<file path="config.mk">
export PLATFORM = sky130hd
export DESIGN_NAME = framed_response_checker_crc16_unit
export DESIGN_NICKNAME = d
export VERILOG_FILES = /design/src/rtl/core/frc16_pkg.sv /design/src/rtl/core/frc16_tracker.sv /design/src/rtl/core/frc16_fifo.sv /design/src/rtl/core/framed_response_checker_crc16_unit.sv
export SDC_FILE = /design/constraint.sdc
export NUM_CORES = 1
export LEC_CHECK = 0
export ABC_AREA = 1
export BUFFER_PORTS_ARGS = -buffer_cell sky130_fd_sc_hd__buf_2
export CORE_MARGIN = 3
export CORE_UTILIZATION = 30
export CTS_BUF_LIST = sky130_fd_sc_hd__clkbuf_4 sky130_fd_sc_hd__clkbuf_8 sky130_fd_sc_hd__clkbuf_16
export DETAILED_ROUTE_END_ITERATION = 8
export HOLD_SLACK_MARGIN = 0.06
export SETUP_SLACK_MARGIN = 0.05
export SLEW_MARGIN = 20
export SYNTH_ARGS = -nofsm -noshare
export SYNTH_HDL_FRONTEND = slang
export SYNTH_SLANG_ARGS = --single-unit
</file>
<file path="constraint.sdc">
create_clock -name clk -period 13.9 [get_ports clk]
set_input_delay 0.695 -clock clk [delete_from_list [all_inputs] [get_ports clk]]
set_output_delay 0.695 -clock clk [all_outputs]
set_load 0.01 [all_outputs]
</file>
<file path="src/rtl/core/frc16_pkg.sv">
// Shared types, constants and the CRC byte update for the framed response checker.
package frc16_pkg;

    localparam int MAX_PAYLOAD = 64;
    localparam int FIFO_DEPTH  = 4;
    localparam int PTR_W       = $clog2(FIFO_DEPTH);
    localparam int CNT_W       = $clog2(FIFO_DEPTH + 1);

    localparam logic [15:0] CRC_INIT = 16'hFFFF;
    localparam logic [15:0] CRC_POLY = 16'hA001;

    // Fixed bytes of a frame: header (2), command, length (2), CRC (2), tail
    localparam logic [16:0] FRAME_FIXED = 17'd8;
    localparam logic [16:0] PAYLOAD_OFS = 17'd5;

    // Configuration register indexes
    localparam logic [1:0] CFG_HEADER_FIRST  = 2'd0;
    localparam logic [1:0] CFG_HEADER_SECOND = 2'd1;
    localparam logic [1:0] CFG_TAIL_VALUE    = 2'd2;

    // Status codes
    localparam logic [2:0] ST_OK         = 3'd0;
    localparam logic [2:0] ST_SHORT      = 3'd1;
    localparam logic [2:0] ST_BAD_HEADER = 3'd2;
    localparam logic [2:0] ST_TOO_LONG   = 3'd3;
    localparam logic [2:0] ST_INCOMPLETE = 3'd4;
    localparam logic [2:0] ST_BAD_TAIL   = 3'd5;
    localparam logic [2:0] ST_CRC_ERR    = 3'd6;

    typedef struct packed {
        logic       is_status;
        logic [7:0] payload_byte;
        logic [5:0] payload_index;
        logic [2:0] status_code;
        logic [6:0] payload_count;
    } result_t;

    // Up to two results per transfer; second is used only when cnt is 2
    typedef struct packed {
        logic [1:0] cnt;
        result_t    first;
        result_t    second;
    } push_t;

    typedef struct packed {
        logic [7:0] header_first;
        logic [7:0] header_second;
        logic [7:0] tail_value;
    } cfg_t;

    // Modbus CRC16, one byte, reflected, LSB first
    function automatic logic [15:0] crc16_byte(input logic [15:0] crc_in,
                                               input logic [7:0]  data);
        logic [15:0] c;
        c = crc_in ^ {8'h00, data};
        for (int k = 0; k < 8; k++) begin
            if (c[0])
                c = (c >> 1) ^ CRC_POLY;
            else
                c = c >> 1;
        end
        return c;
    endfunction

endpackage

</file>
<file path="src/rtl/core/frc16_tracker.sv">
// Frame state tracking: header/tail checks, length capture, CRC and result generation.
module frc16_tracker (
    input  logic                 clk,
    input  logic                 rst_n,
    input  logic                 accept,
    input  logic [7:0]           rx_byte,
    input  logic                 end_of_transfer,
    input  frc16_pkg::cfg_t      cfg,
    output frc16_pkg::push_t     push
);

    logic [7:0]  pos_reg,   pos_next;
    logic        hdr_reg,   hdr_next;
    logic [15:0] len_reg,   len_next;
    logic [15:0] crc_reg,   crc_next;
    logic [15:0] rcrc_reg,  rcrc_next;
    logic        tail_reg,  tail_next;

    logic               len_ok;
    logic [16:0]        pos_ext;
    logic [16:0]        pay_end;
    logic               fwd;
    frc16_pkg::result_t pay_res;
    frc16_pkg::result_t st_res;
    logic [2:0]         code;

    assign pos_ext     = {9'd0, pos_reg};
    assign pay_end     = {1'b0, len_reg} + frc16_pkg::PAYLOAD_OFS;
    assign len_ok      = len_reg <= 16'(frc16_pkg::MAX_PAYLOAD);

    always_comb
    begin
        pos_next  = pos_reg;
        hdr_next  = hdr_reg;
        len_next  = len_reg;
        crc_next  = crc_reg;
        rcrc_next = rcrc_reg;
        tail_next = tail_reg;
        fwd       = 1'b0;

        pay_res               = '0;
        pay_res.payload_byte  = rx_byte;
        pay_res.payload_index = 6'(pos_reg - 8'd5);

        // Saturated counter: byte ignored
        if (pos_reg != 8'hFF)
        begin
            if (pos_reg == 8'd0)
                hdr_next = (rx_byte == cfg.header_first);
            else if (pos_reg == 8'd1)
                hdr_next = hdr_reg && (rx_byte == cfg.header_second);
            else if (pos_reg <= 8'd4)
            begin
                crc_next = frc16_pkg::crc16_byte(crc_reg, rx_byte);
                if (pos_reg == 8'd3)
                    len_next = {rx_byte, 8'h00};
                else if (pos_reg == 8'd4)
                    len_next = {len_reg[15:8], rx_byte};
            end
            else if (len_ok)
            begin
                if (pos_ext < pay_end)
                begin
                    crc_next = frc16_pkg::crc16_byte(crc_reg, rx_byte);
                    fwd      = hdr_reg;
                end
                else if (pos_ext == pay_end)
                    rcrc_next = {8'h00, rx_byte};
                else if (pos_ext == pay_end + 17'd1)
                    rcrc_next = {rx_byte, rcrc_reg[7:0]};
                else if (pos_ext == pay_end + 17'd2)
                    tail_next = (rx_byte == cfg.tail_value);
            end
            pos_next = pos_reg + 8'd1;
        end

        // Status from the values after this byte
        if ({9'd0, pos_next} < frc16_pkg::FRAME_FIXED)
            code = frc16_pkg::ST_SHORT;
        else if (!hdr_next)
            code = frc16_pkg::ST_BAD_HEADER;
        else if (len_next > 16'(frc16_pkg::MAX_PAYLOAD))
            code = frc16_pkg::ST_TOO_LONG;
        else if ({9'd0, pos_next} < {1'b0, len_next} + frc16_pkg::FRAME_FIXED)
            code = frc16_pkg::ST_INCOMPLETE;
        else if (!tail_next)
            code = frc16_pkg::ST_BAD_TAIL;
        else if (crc_next != rcrc_next)
            code = frc16_pkg::ST_CRC_ERR;
        else
            code = frc16_pkg::ST_OK;

        st_res               = '0;
        st_res.is_status     = 1'b1;
        st_res.status_code   = code;
        st_res.payload_count = (code == frc16_pkg::ST_OK) ? 7'(len_next) : 7'd0;

        push        = '0;
        push.first  = fwd ? pay_res : st_res;
        push.second = st_res;
        if (accept)
            push.cnt = 2'({1'b0, fwd} + {1'b0, end_of_transfer});

        if (accept && end_of_transfer)
        begin
            pos_next  = 8'd0;
            hdr_next  = 1'b1;
            len_next  = 16'd0;
            crc_next  = frc16_pkg::CRC_INIT;
            rcrc_next = 16'd0;
            tail_next = 1'b0;
        end
    end

    always_ff @(posedge clk or negedge rst_n)
    begin
        if (!rst_n)
        begin
            pos_reg  <= 8'd0;
            hdr_reg  <= 1'b1;
            len_reg  <= 16'd0;
            crc_reg  <= frc16_pkg::CRC_INIT;
            rcrc_reg <= 16'd0;
            tail_reg <= 1'b0;
        end
        else if (accept)
        begin
            pos_reg  <= pos_next;
            hdr_reg  <= hdr_next;
            len_reg  <= len_next;
            crc_reg  <= crc_next;
            rcrc_reg <= rcrc_next;
            tail_reg <= tail_next;
        end
    end

endmodule

</file>
<file path="src/rtl/core/frc16_fifo.sv">
// Small result queue: up to two pushes and one pop per cycle.
module frc16_fifo (
    input  logic                 clk,
    input  logic                 rst_n,
    input  frc16_pkg::push_t     push,
    output logic                 room,
    output logic                 out_valid,
    input  logic                 out_ready,
    output frc16_pkg::result_t   out_data
);

    frc16_pkg::result_t mem [frc16_pkg::FIFO_DEPTH];

    logic [frc16_pkg::PTR_W-1:0] wr_reg, wr_next;
    logic [frc16_pkg::PTR_W-1:0] rd_reg, rd_next;
    logic [frc16_pkg::CNT_W-1:0] cnt_reg, cnt_next;
    logic                        pop;

    assign out_valid = cnt_reg != '0;
    assign out_data  = mem[rd_reg];
    assign pop       = out_valid && out_ready;
    // Room for the worst case of two results from one byte
    assign room      = cnt_reg <= frc16_pkg::CNT_W'(frc16_pkg::FIFO_DEPTH - 2);

    always_comb
    begin
        wr_next  = wr_reg + frc16_pkg::PTR_W'(push.cnt);
        rd_next  = rd_reg + frc16_pkg::PTR_W'(pop);
        cnt_next = cnt_reg + frc16_pkg::CNT_W'(push.cnt) - frc16_pkg::CNT_W'(pop);
    end

    always_ff @(posedge clk)
    begin
        if (push.cnt != 2'd0)
            mem[wr_reg] <= push.first;
        if (push.cnt == 2'd2)
            mem[wr_reg + frc16_pkg::PTR_W'(1)] <= push.second;
    end

    always_ff @(posedge clk or negedge rst_n)
    begin
        if (!rst_n)
        begin
            wr_reg  <= '0;
            rd_reg  <= '0;
            cnt_reg <= '0;
        end
        else
        begin
            wr_reg  <= wr_next;
            rd_reg  <= rd_next;
            cnt_reg <= cnt_next;
        end
    end

endmodule

</file>
<file path="src/rtl/core/framed_response_checker_crc16_unit.sv">
// Top level of the framed response checker with Modbus CRC16.
//
// Input channel (in_valid/in_ready) takes one received byte per transfer,
// with end_of_transfer marking the final byte. The output channel
// (out_valid/out_ready) delivers results: a tentative payload byte
// (is_status 0) for each payload byte of a frame whose header matches and
// whose length is within range, and one status (is_status 1) on the final byte.
// Configuration writes (cfg_valid/cfg_ready, cfg_index, cfg_data) set the two
// header bytes and the tail byte; cfg_ready is always high.
// A result is registered in the result queue before it reaches the output.
// Throughput: one byte per cycle while in_ready is high; the frame state and
// CRC update complete in the accept cycle. A byte that yields both a payload
// result and a status delivers them one after the other, through the single
// output port of the four-entry result queue.
// in_ready is high while the queue has at least two free entries, so a stall
// on the output backs up into in_ready once three results are queued.
// Reset clears the frame state, sets the configuration registers to zero and
// empties the queue.
module framed_response_checker_crc16_unit (
    input  logic       clk,
    input  logic       rst_n,
    input  logic       in_valid,
    output logic       in_ready,
    input  logic [7:0] rx_byte,
    input  logic       end_of_transfer,
    output logic       out_valid,
    input  logic       out_ready,
    output logic       is_status,
    output logic [7:0] payload_byte,
    output logic [5:0] payload_index,
    output logic [2:0] status_code,
    output logic [6:0] payload_count,
    input  logic       cfg_valid,
    output logic       cfg_ready,
    input  logic [1:0] cfg_index,
    input  logic [7:0] cfg_data
);

    frc16_pkg::cfg_t    cfg_reg;
    frc16_pkg::push_t   push;
    frc16_pkg::result_t res;
    logic               accept;
    logic               room;

    assign cfg_ready = 1'b1;
    assign in_ready  = room;
    assign accept    = in_valid && room;

    always_ff @(posedge clk or negedge rst_n)
    begin
        if (!rst_n)
            cfg_reg <= '0;
        else if (cfg_valid)
        begin
            case (cfg_index)
                frc16_pkg::CFG_HEADER_FIRST:  cfg_reg.header_first  <= cfg_data;
                frc16_pkg::CFG_HEADER_SECOND: cfg_reg.header_second <= cfg_data;
                frc16_pkg::CFG_TAIL_VALUE:    cfg_reg.tail_value    <= cfg_data;
                default: ;
            endcase
        end
    end

    frc16_tracker u_tracker (
        .clk             (clk),
        .rst_n           (rst_n),
        .accept          (accept),
        .rx_byte         (rx_byte),
        .end_of_transfer (end_of_transfer),
        .cfg             (cfg_reg),
        .push            (push)
    );

    frc16_fifo u_fifo (
        .clk       (clk),
        .rst_n     (rst_n),
        .push      (push),
        .room      (room),
        .out_valid (out_valid),
        .out_ready (out_ready),
        .out_data  (res)
    );

    assign is_status     = res.is_status;
    assign payload_byte  = res.payload_byte;
    assign payload_index = res.payload_index;
    assign status_code   = res.status_code;
    assign payload_count = res.payload_count;

endmodule

</file>
==> metrics.md, run 1 <==
| Metric | Value |
|---|---|
| Die Ht | `203.9 µm` |
| Congestion Overflow GR | `0` |
| Initial antenna violation count | `1` |
| Setup TNS Final | `0 ns` |
| R2R cell count | `24` |
| Skew-Pair Late Insertion Delay | `0.44 ns` |
| Cell Area, Synth | `11750 µm²` |
| Placed Instances | `2101` |
| Nets@finish | `1664` |
| FF+latch area | `4651 µm²` |
| Gr usage total | `16.36%` |
| GP Congestion | `0.8765` |
| Cells after Synth | `1601` |
| Post-route insts no fill | `2133` |
| Util after Layout | `34.18%` |
| CP Launch Type | `flip-flop` |
| Headroom to the max-slew limit | `30.93%` |
| Hold_buf cts | `0` |
| CTS tree | `yes` |
| HP Class | `in -> async` |
| Status | `complete, no violations` |
| First-pass DRT Iterations | `5` |
| Asr flop ratio synth | `47.09%` |
| Max Clk Rate | `191.8 MHz` |
| Worst Path Class, Setup | `reg -> reg` |
| Final setup vio count | `0` |
| Final ANT Viol Nets | `0` |
| Multi-input gate area | `5946 µm²` |
| Synth top area share | `15.33%` |
| CP Max Fanout | `25` |
| Largest stage delay on the critical path | `0.57 ns` |
| CTS sink cnt | `189` |
| H-tree levels | `4` |
| R2r setup slk | `8.69 ns` |
| RSZ-0062 raised after global routing | `no` |
| PwrDens | `280.2 nW/µm²` |
| Die area | `41590 µm²` |
| Die span in x | `203.9 µm` |
| Final Cycle Share | `37.51%` |
| IO Pins | `52` |
| DRC | `0` |
| Design area | `13030 µm²` |
| Vias | `10630` |
| Sequential area share after synthesis | `39.57%` |
| Final Skew | `0.01109 ns` |
| Cell Rows | `71` |
| Global-route wire length before repair | `55140 µm` |
| Clock period minus worst slack | `5.214 ns` |
| Via/cell ratio | `4.983` |
| Diode count | `0` |
| Synth Register Bits | `189` |
| RR Startpoint | `u_tracker.len_reg[1]` |
| Area Overhead vs Synth | `10.84%` |
| Area post-placement | `12390 µm²` |
| Clock transition at path regs | `0.08 ns` |
| Routed wire length per instance | `15.85 µm` |
| Port Buffers | `50` |
| Worst R2R End | `u_fifo.mem[1][7]` |
| Slowest stage cell, crit path | `o21ai_1` |
| Iter 0 DRT Violations | `895` |
| Slew Limit Fails | `0` |
| Max Root-Sink Buffers | `2` |
| Critical path arrival | `5.38 ns` |
| Mean post-synth cell area | `7.342 µm²` |
| Max Cap Violations | `0` |
| HPWL after DPL | `24290 µm` |
| Vias in the first global route | `10100` |
| Worst path most repeated cell | `nand2_1` |
| Starting Density | `30.84%` |
| CP cell instances | `ha_1, nor2_2, nor2_4, nand2_1, nand2_1, nand2_1, ha_1, nand2_1, inv_1, nand2_1, nand2_1, nand2_1, a21oi_1, nand2_1, nand4_1, inv_1, ha_1, inv_1, nor2_1, nor2_1, nor3_1, or2_2, o21ai_1, nor2_1` |
| Area contributors post-synth | `dfrtp_1 15%, nand2_1 11%, dfxtp_1 10%` |
| CTS buffer count | `17` |
| Critical Path Sink Type | `flip-flop` |
| Lkg Pwr | `5.782 nW` |
| Max reg flops | `100` |
| Worst-margin pin slew | `1.036 ns` |
| Root buffer cell | `clkbuf_16` |
| Synth warnings | `0` |
| Fillcell total | `4030` |
| PostCTS Resize Cnt | `0` |
| Share of cells above drive strength 1 | `11.41%` |
| Critical path data required time | `14.06 ns` |
| Most used DFF post-synth | `dfrtp_1` |
| Largest net degree at the start of global routing | `69` |
| Final Hold Fails | `0` |
| Peak VDD IR | `0.0001533 V` |
| Post-CTS Repair Setup Buffers | `0` |
| Syn Nets | `1656` |
| Number of distinct library cells after synthesis | `55` |
| Total Wirelength | `33810 µm` |
| Core Area | `38110 µm²` |
| Area leader, netlist | `dfrtp_1` |
| Number of flops mapped to enable cells by yosys | `40` |
-- logic make-up (layout without fill, tap and decap cells) --
logic type	count (synthesis)	in the layout	share of synthesized area [%]
buffers and inverters	297	318	9.847
DFF	189	189	39.57
xor gates and xnor gates	68	68	5.131
and+or+nand+nor	688	688	26.39
adders and majority gates	31	31	3.364
other	1	1	0.03190
AOI/OAI and AO/OA	327	327	15.67
-- metrics by stage --
stage	setup slack (ns)	hold slack [ns]	total power, mW
floorplan	9.543	0.3994	2.543
global placement	8.765	0.4347	3.088
detailed placement	8.770	0.4372	3.108
CTS	8.751	0.1279	3.643
global route	8.058	0.1395	3.991
finish	8.686	0.1297	3.650
-- critical path: cells and delay by family, from the launching register on --
kind / cells / cell delay [ns]
AND/OR/NAND/NOR: 16 / 2.43
adder cells (fa/ha/maj): 3 / 0.93
AO/OA/AOI/OAI: 2 / 0.64
flip-flops: 1 / 0.43
buffers and inverters: 3 / 0.52
-- cell usage after synthesis (all sizes together) (40+ instances only) --
cell    count
a21oi      57
clkbuf     46
dfrtp      72
dfxtp      60
edfxtp     40
inv       230
nand2     366
nand3      87
nor2      165
o21ai     138
o22ai     121
xnor2      41
-- area by class of cell --
type | instances | area share (%)
clock buffer | 18 | 3.458
clock inverter | 14 | 1.412
inverter | 231 | 6.656
multi-input combinational | 1115 | 45.64
sequential | 189 | 35.70
tap | 511 | 4.908
timing repair buffer | 55 | 2.228
-- worst max-delay path by stage --
| stage | start | endpoint | slack [ns] | cells after the start |
|---|---|---|---|---|
| after floorplan | u_tracker.len_reg[0] | u_fifo.mem[1][0] | 9.54 | 26 |
| after global placement | u_tracker.len_reg[0] | u_fifo.mem[3][0] | 8.77 | 25 |
| after detailed placement | u_tracker.len_reg[1] | u_fifo.mem[0][1] | 8.77 | 24 |
| after CTS | u_tracker.len_reg[1] | u_fifo.mem[3][6] | 8.75 | 24 |
| after global routing | u_tracker.len_reg[0] | u_fifo.mem[0][3] | 8.06 | 26 |
| final | u_tracker.len_reg[1] | u_fifo.mem[1][7] | 8.69 | 24 |
-- report_power, final --
part	total (mW)	internal [mW]	leakage, nW	switching [mW]
clock network	0.523	0.272	0.309	0.251
logic	2.24	0.704	3.48	1.53
registers	0.892	0.760	1.99	0.131
total	3.65	1.74	5.78	1.91
-- metal layers --
metal	up-vias	part of all wire (%)	track usage, %
li1	5293	-	-
met3	30	4.9	2.325
met2	303	44	25.61
met5	-	0	0
met1	5003	49	24.04
met4	0	1.4	3.490
-- layout by cell type, fill, tap and decap left out, types with 2 or more instances in the layout --
master     synthesis  routed
nand2_2            7       7
nand2_1          357     357
a22oi_1            2       2
dfstp_2           17      17
nand4_1           26      26
ha_1              30      30
nor2_4             7       7
dfxtp_1           60      60
xnor2_1           41      41
inv_1            212     211
nor2_1           143     143
clkinv_8           0       4
xor2_1            26      26
o21ai_0          120     117
o22ai_1          121     121
or2_2              8       8
nand4_4            2       2
nand4_2            3       3
a211oi_1           2       2
o21ai_1           18      21
nand3_1           75      75
nor4_1             3       3
buf_2             13      49
buf_4              1       6
inv_2             18      19
nor2_2            15      15
nand3b_1           3       3
inv_6              0       7
clkbuf_16          0      18
dfrtp_1           72      72
nand3_2           11      11
a21oi_4            2       2
edfxtp_1          40      40
a21oi_1           55      55
nand2_4            2       2
nor3_1            18      18
Power figures use the tool's default switching activity.
==> run 2, diff against run 1 <==
Clock period 13.9 ns to 4.95 ns, I/O delays scaled along.
==> metrics.md, run 2 (same netlist as run 1, synthesis figures left out) <==
| Metric | Value |
|---|---|
| Core Area | `38110 µm²` |
| Total Wirelength | `34820 µm` |
| Setup TNS Final | `0 ns` |
| HP Class | `in -> reg` |
| Final worst setup slack | `0.4138 ns` |
| Max Clk Rate | `220.4 MHz` |
| CTS sink cnt | `189` |
| Diode count | `0` |
| Largest stage delay on the critical path | `0.43 ns` |
| Worst path most repeated cell | `nand2_1` |
| Int Pwr | `5.069 mW` |
| Share of cells above drive strength 1 | `13.81%` |
| Port Buffers | `50` |
| Area post-placement | `12550 µm²` |
| Clock transition at path regs | `0.08 ns` |
| Routed wire length per instance | `16.05 µm` |
| Critical Path Sink Type | `flip-flop` |
| Peak VDD IR | `0.0004748 V` |
| Max Root-Sink Buffers | `2` |
| Nets@finish | `1700` |
| CTS buffer count | `17` |
| Switching share of power | `51.93%` |
| Die area | `41590 µm²` |
| CTS tree | `yes` |
| Headroom to the max-slew limit | `31.04%` |
| DRC | `0` |
| Critical path data required time | `5.25 ns` |
| Post-route insts no fill | `2169` |
| Sequential share of power | `23.7%` |
| GR Util met3 | `3.743%` |
| Initial antenna violation count | `0` |
| DP Worst Slack | `0.08717 ns` |
| Iter 0 DRT Violations | `846` |
| Final total power | `10.54 mW` |
| Critical path arrival | `4.84 ns` |
| Vias in the first global route | `9936` |
| WHS | `0.1017 ns` |
| Starting Density | `30.84%` |
| Slew Limit Fails | `0` |
| Worst Path Class, Setup | `reg -> reg` |
| Placed Instances | `2122` |
| Congestion Overflow GR | `0` |
| Final setup vio count | `0` |
| Global-route wire length before repair | `54760 µm` |
| Design area | `13340 µm²` |
| First-pass DRT Iterations | `5` |
| Final Cycle Share | `91.64%` |
| Util after Layout | `35.01%` |
| Root buffer cell | `clkbuf_16` |
| Max Cap Violations | `0` |
| Status | `complete, no violations` |
| Vias | `10740` |
| Clk pwr share | `13.8%` |
| CP cell instances | `ha_2, nor2_2, nor2_4, nand2_1, nand2_1, nand2_1, ha_1, nand2_1, nor4_1, nand2_1, nor2_4, nand4_4, or2_1, nand3_1, nand2_1, nor2_1, nand2_1, nor2_1, nand2_1, nor2_2, nand3_2, a21oi_4, nand3_2, nor2_1` |
| Die Ht | `203.9 µm` |
| Critical Path Source | `u_tracker.len_reg[0]` |
| RR Startpoint | `u_tracker.len_reg[0]` |
| Cell Rows | `71` |
| FF+latch area | `4653 µm²` |
| RSZ-0062 raised after global routing | `no` |
| Gr usage total | `16.41%` |
| CP delay by family, top | `simple AND/OR/NAND/NOR gates` |
| PwrDens | `790.2 nW/µm²` |
| CP Max Fanout | `8` |
| CP Launch Type | `flip-flop` |
| IO Pins | `52` |
| Leading cell types in the layout, fill and taps excluded | `356 x nand2_1, 209 x inv_1, 142 x nor2_1, 121 x o22ai_1, 118 x o21ai_0` |
| Lkg Pwr | `5.970 nW` |
| GP Congestion | `0.9233` |
| Worst-margin pin slew | `1.033 ns` |
| Grt met2 use | `25.97%` |
| Clock period minus worst slack | `4.536 ns` |
| P_sw | `5.475 mW` |
| Final Skew | `0.008816 ns` |
| Area Overhead vs Synth | `13.51%` |
| H-tree levels | `4` |
| Combinational power share | `62.6%` |
| Skew-Pair Late Insertion Delay | `0.45 ns` |
| Commonest non-fill, non-tap cell in the layout | `nand2_1` |
| Final Hold Fails | `0` |
| WP buf/inv | `0` |
| Global Route met1 Usage | `22.84%` |
| Max reg flops | `100` |
| Largest net degree at the start of global routing | `65` |
| Via/cell ratio | `4.953` |
| Final ANT Viol Nets | `0` |
| HPWL after DPL | `24010 µm` |
| Multi-input gate area | `6022 µm²` |
| Slowest stage cell, crit path | `dfrtp_1` |
| Worst Min Path Start | `cfg_data[4]` |
| Fillcell total | `3998` |
| Die span in x | `203.9 µm` |
| Top Usage Layer GRT | `met2` |
==> run 2: cell types whose count changed in the layout (fill, tap and decap cells not counted), moves of 3 or more <==
cell and delta:
inv_4 +3, inv_8 +3, buf_4 +33, nor2_4 +4, inv_6 -6, nor2_2 -3
==> run 2: timing repair <==
| item | 4_1_cts | 5_1_grt |
|---|---|---|
| pin swaps | 1 | 9 |
| cloned | 0 | 2 |
| endpoints found under the setup margin | 2 | 40 |
| buffers inserted | 0 | 12 |
| gates resized for setup | 0 | 19 |
| endpoints found under the hold margin | 22 | 0 |
| hold buffers | 1 | 0 |
==> run 2: final timing paths <==
kind | end | slack, ns | cells after the start
worst max-delay path | u_fifo.mem[1][3] | 0.41 | 24
worst min-delay path | cfg_reg[12] | 0.10 | 3
worst max register to register | u_fifo.mem[1][3] | 0.41 | 24
worst min register to register | u_fifo.mem[1][24] | 0.45 | 2
max in group asynchronous | u_tracker.pos_reg[1] | 3.48 | 3
min in group asynchronous | u_tracker.rcrc_reg[4] | 0.31 | 2
==> run 2: final cells by class <==
class                           count  area share [%]
Clock buffer                       18           3.292
Clock inverter                     14           1.294
Inverter                          231           6.499
Multi-Input combinational cell   1117           45.14
Sequential cell                   189           34.88
Tap cell                          511           4.792
Timing Repair Buffer               89           4.108
==> run 2: power groups by stage <==
stage,Clock [mW],Combinational (mW),Sequential (mW)
6_report,1.45,6.60,2.50
3_3_place_gp,0,6.25,2.50
3_5_place_dp,0,6.30,2.51
2_1_floorplan,0,4.74,2.40
5_1_grt,1.53,7.43,2.55
4_1_cts,1.48,6.33,2.48
==> run 2: worst min-delay path, stage by stage <==
cell and delay [ns]:
buf_2 0.09, inv_1 0.07, o21ai_0 0.08
==> run 2: metal layers <==
layer  vias up  routed length, µm
li1       5378                  -
met4         0                620
met3        42               2163
met5         -                  0
met2       302              15870
met1      5021              16170
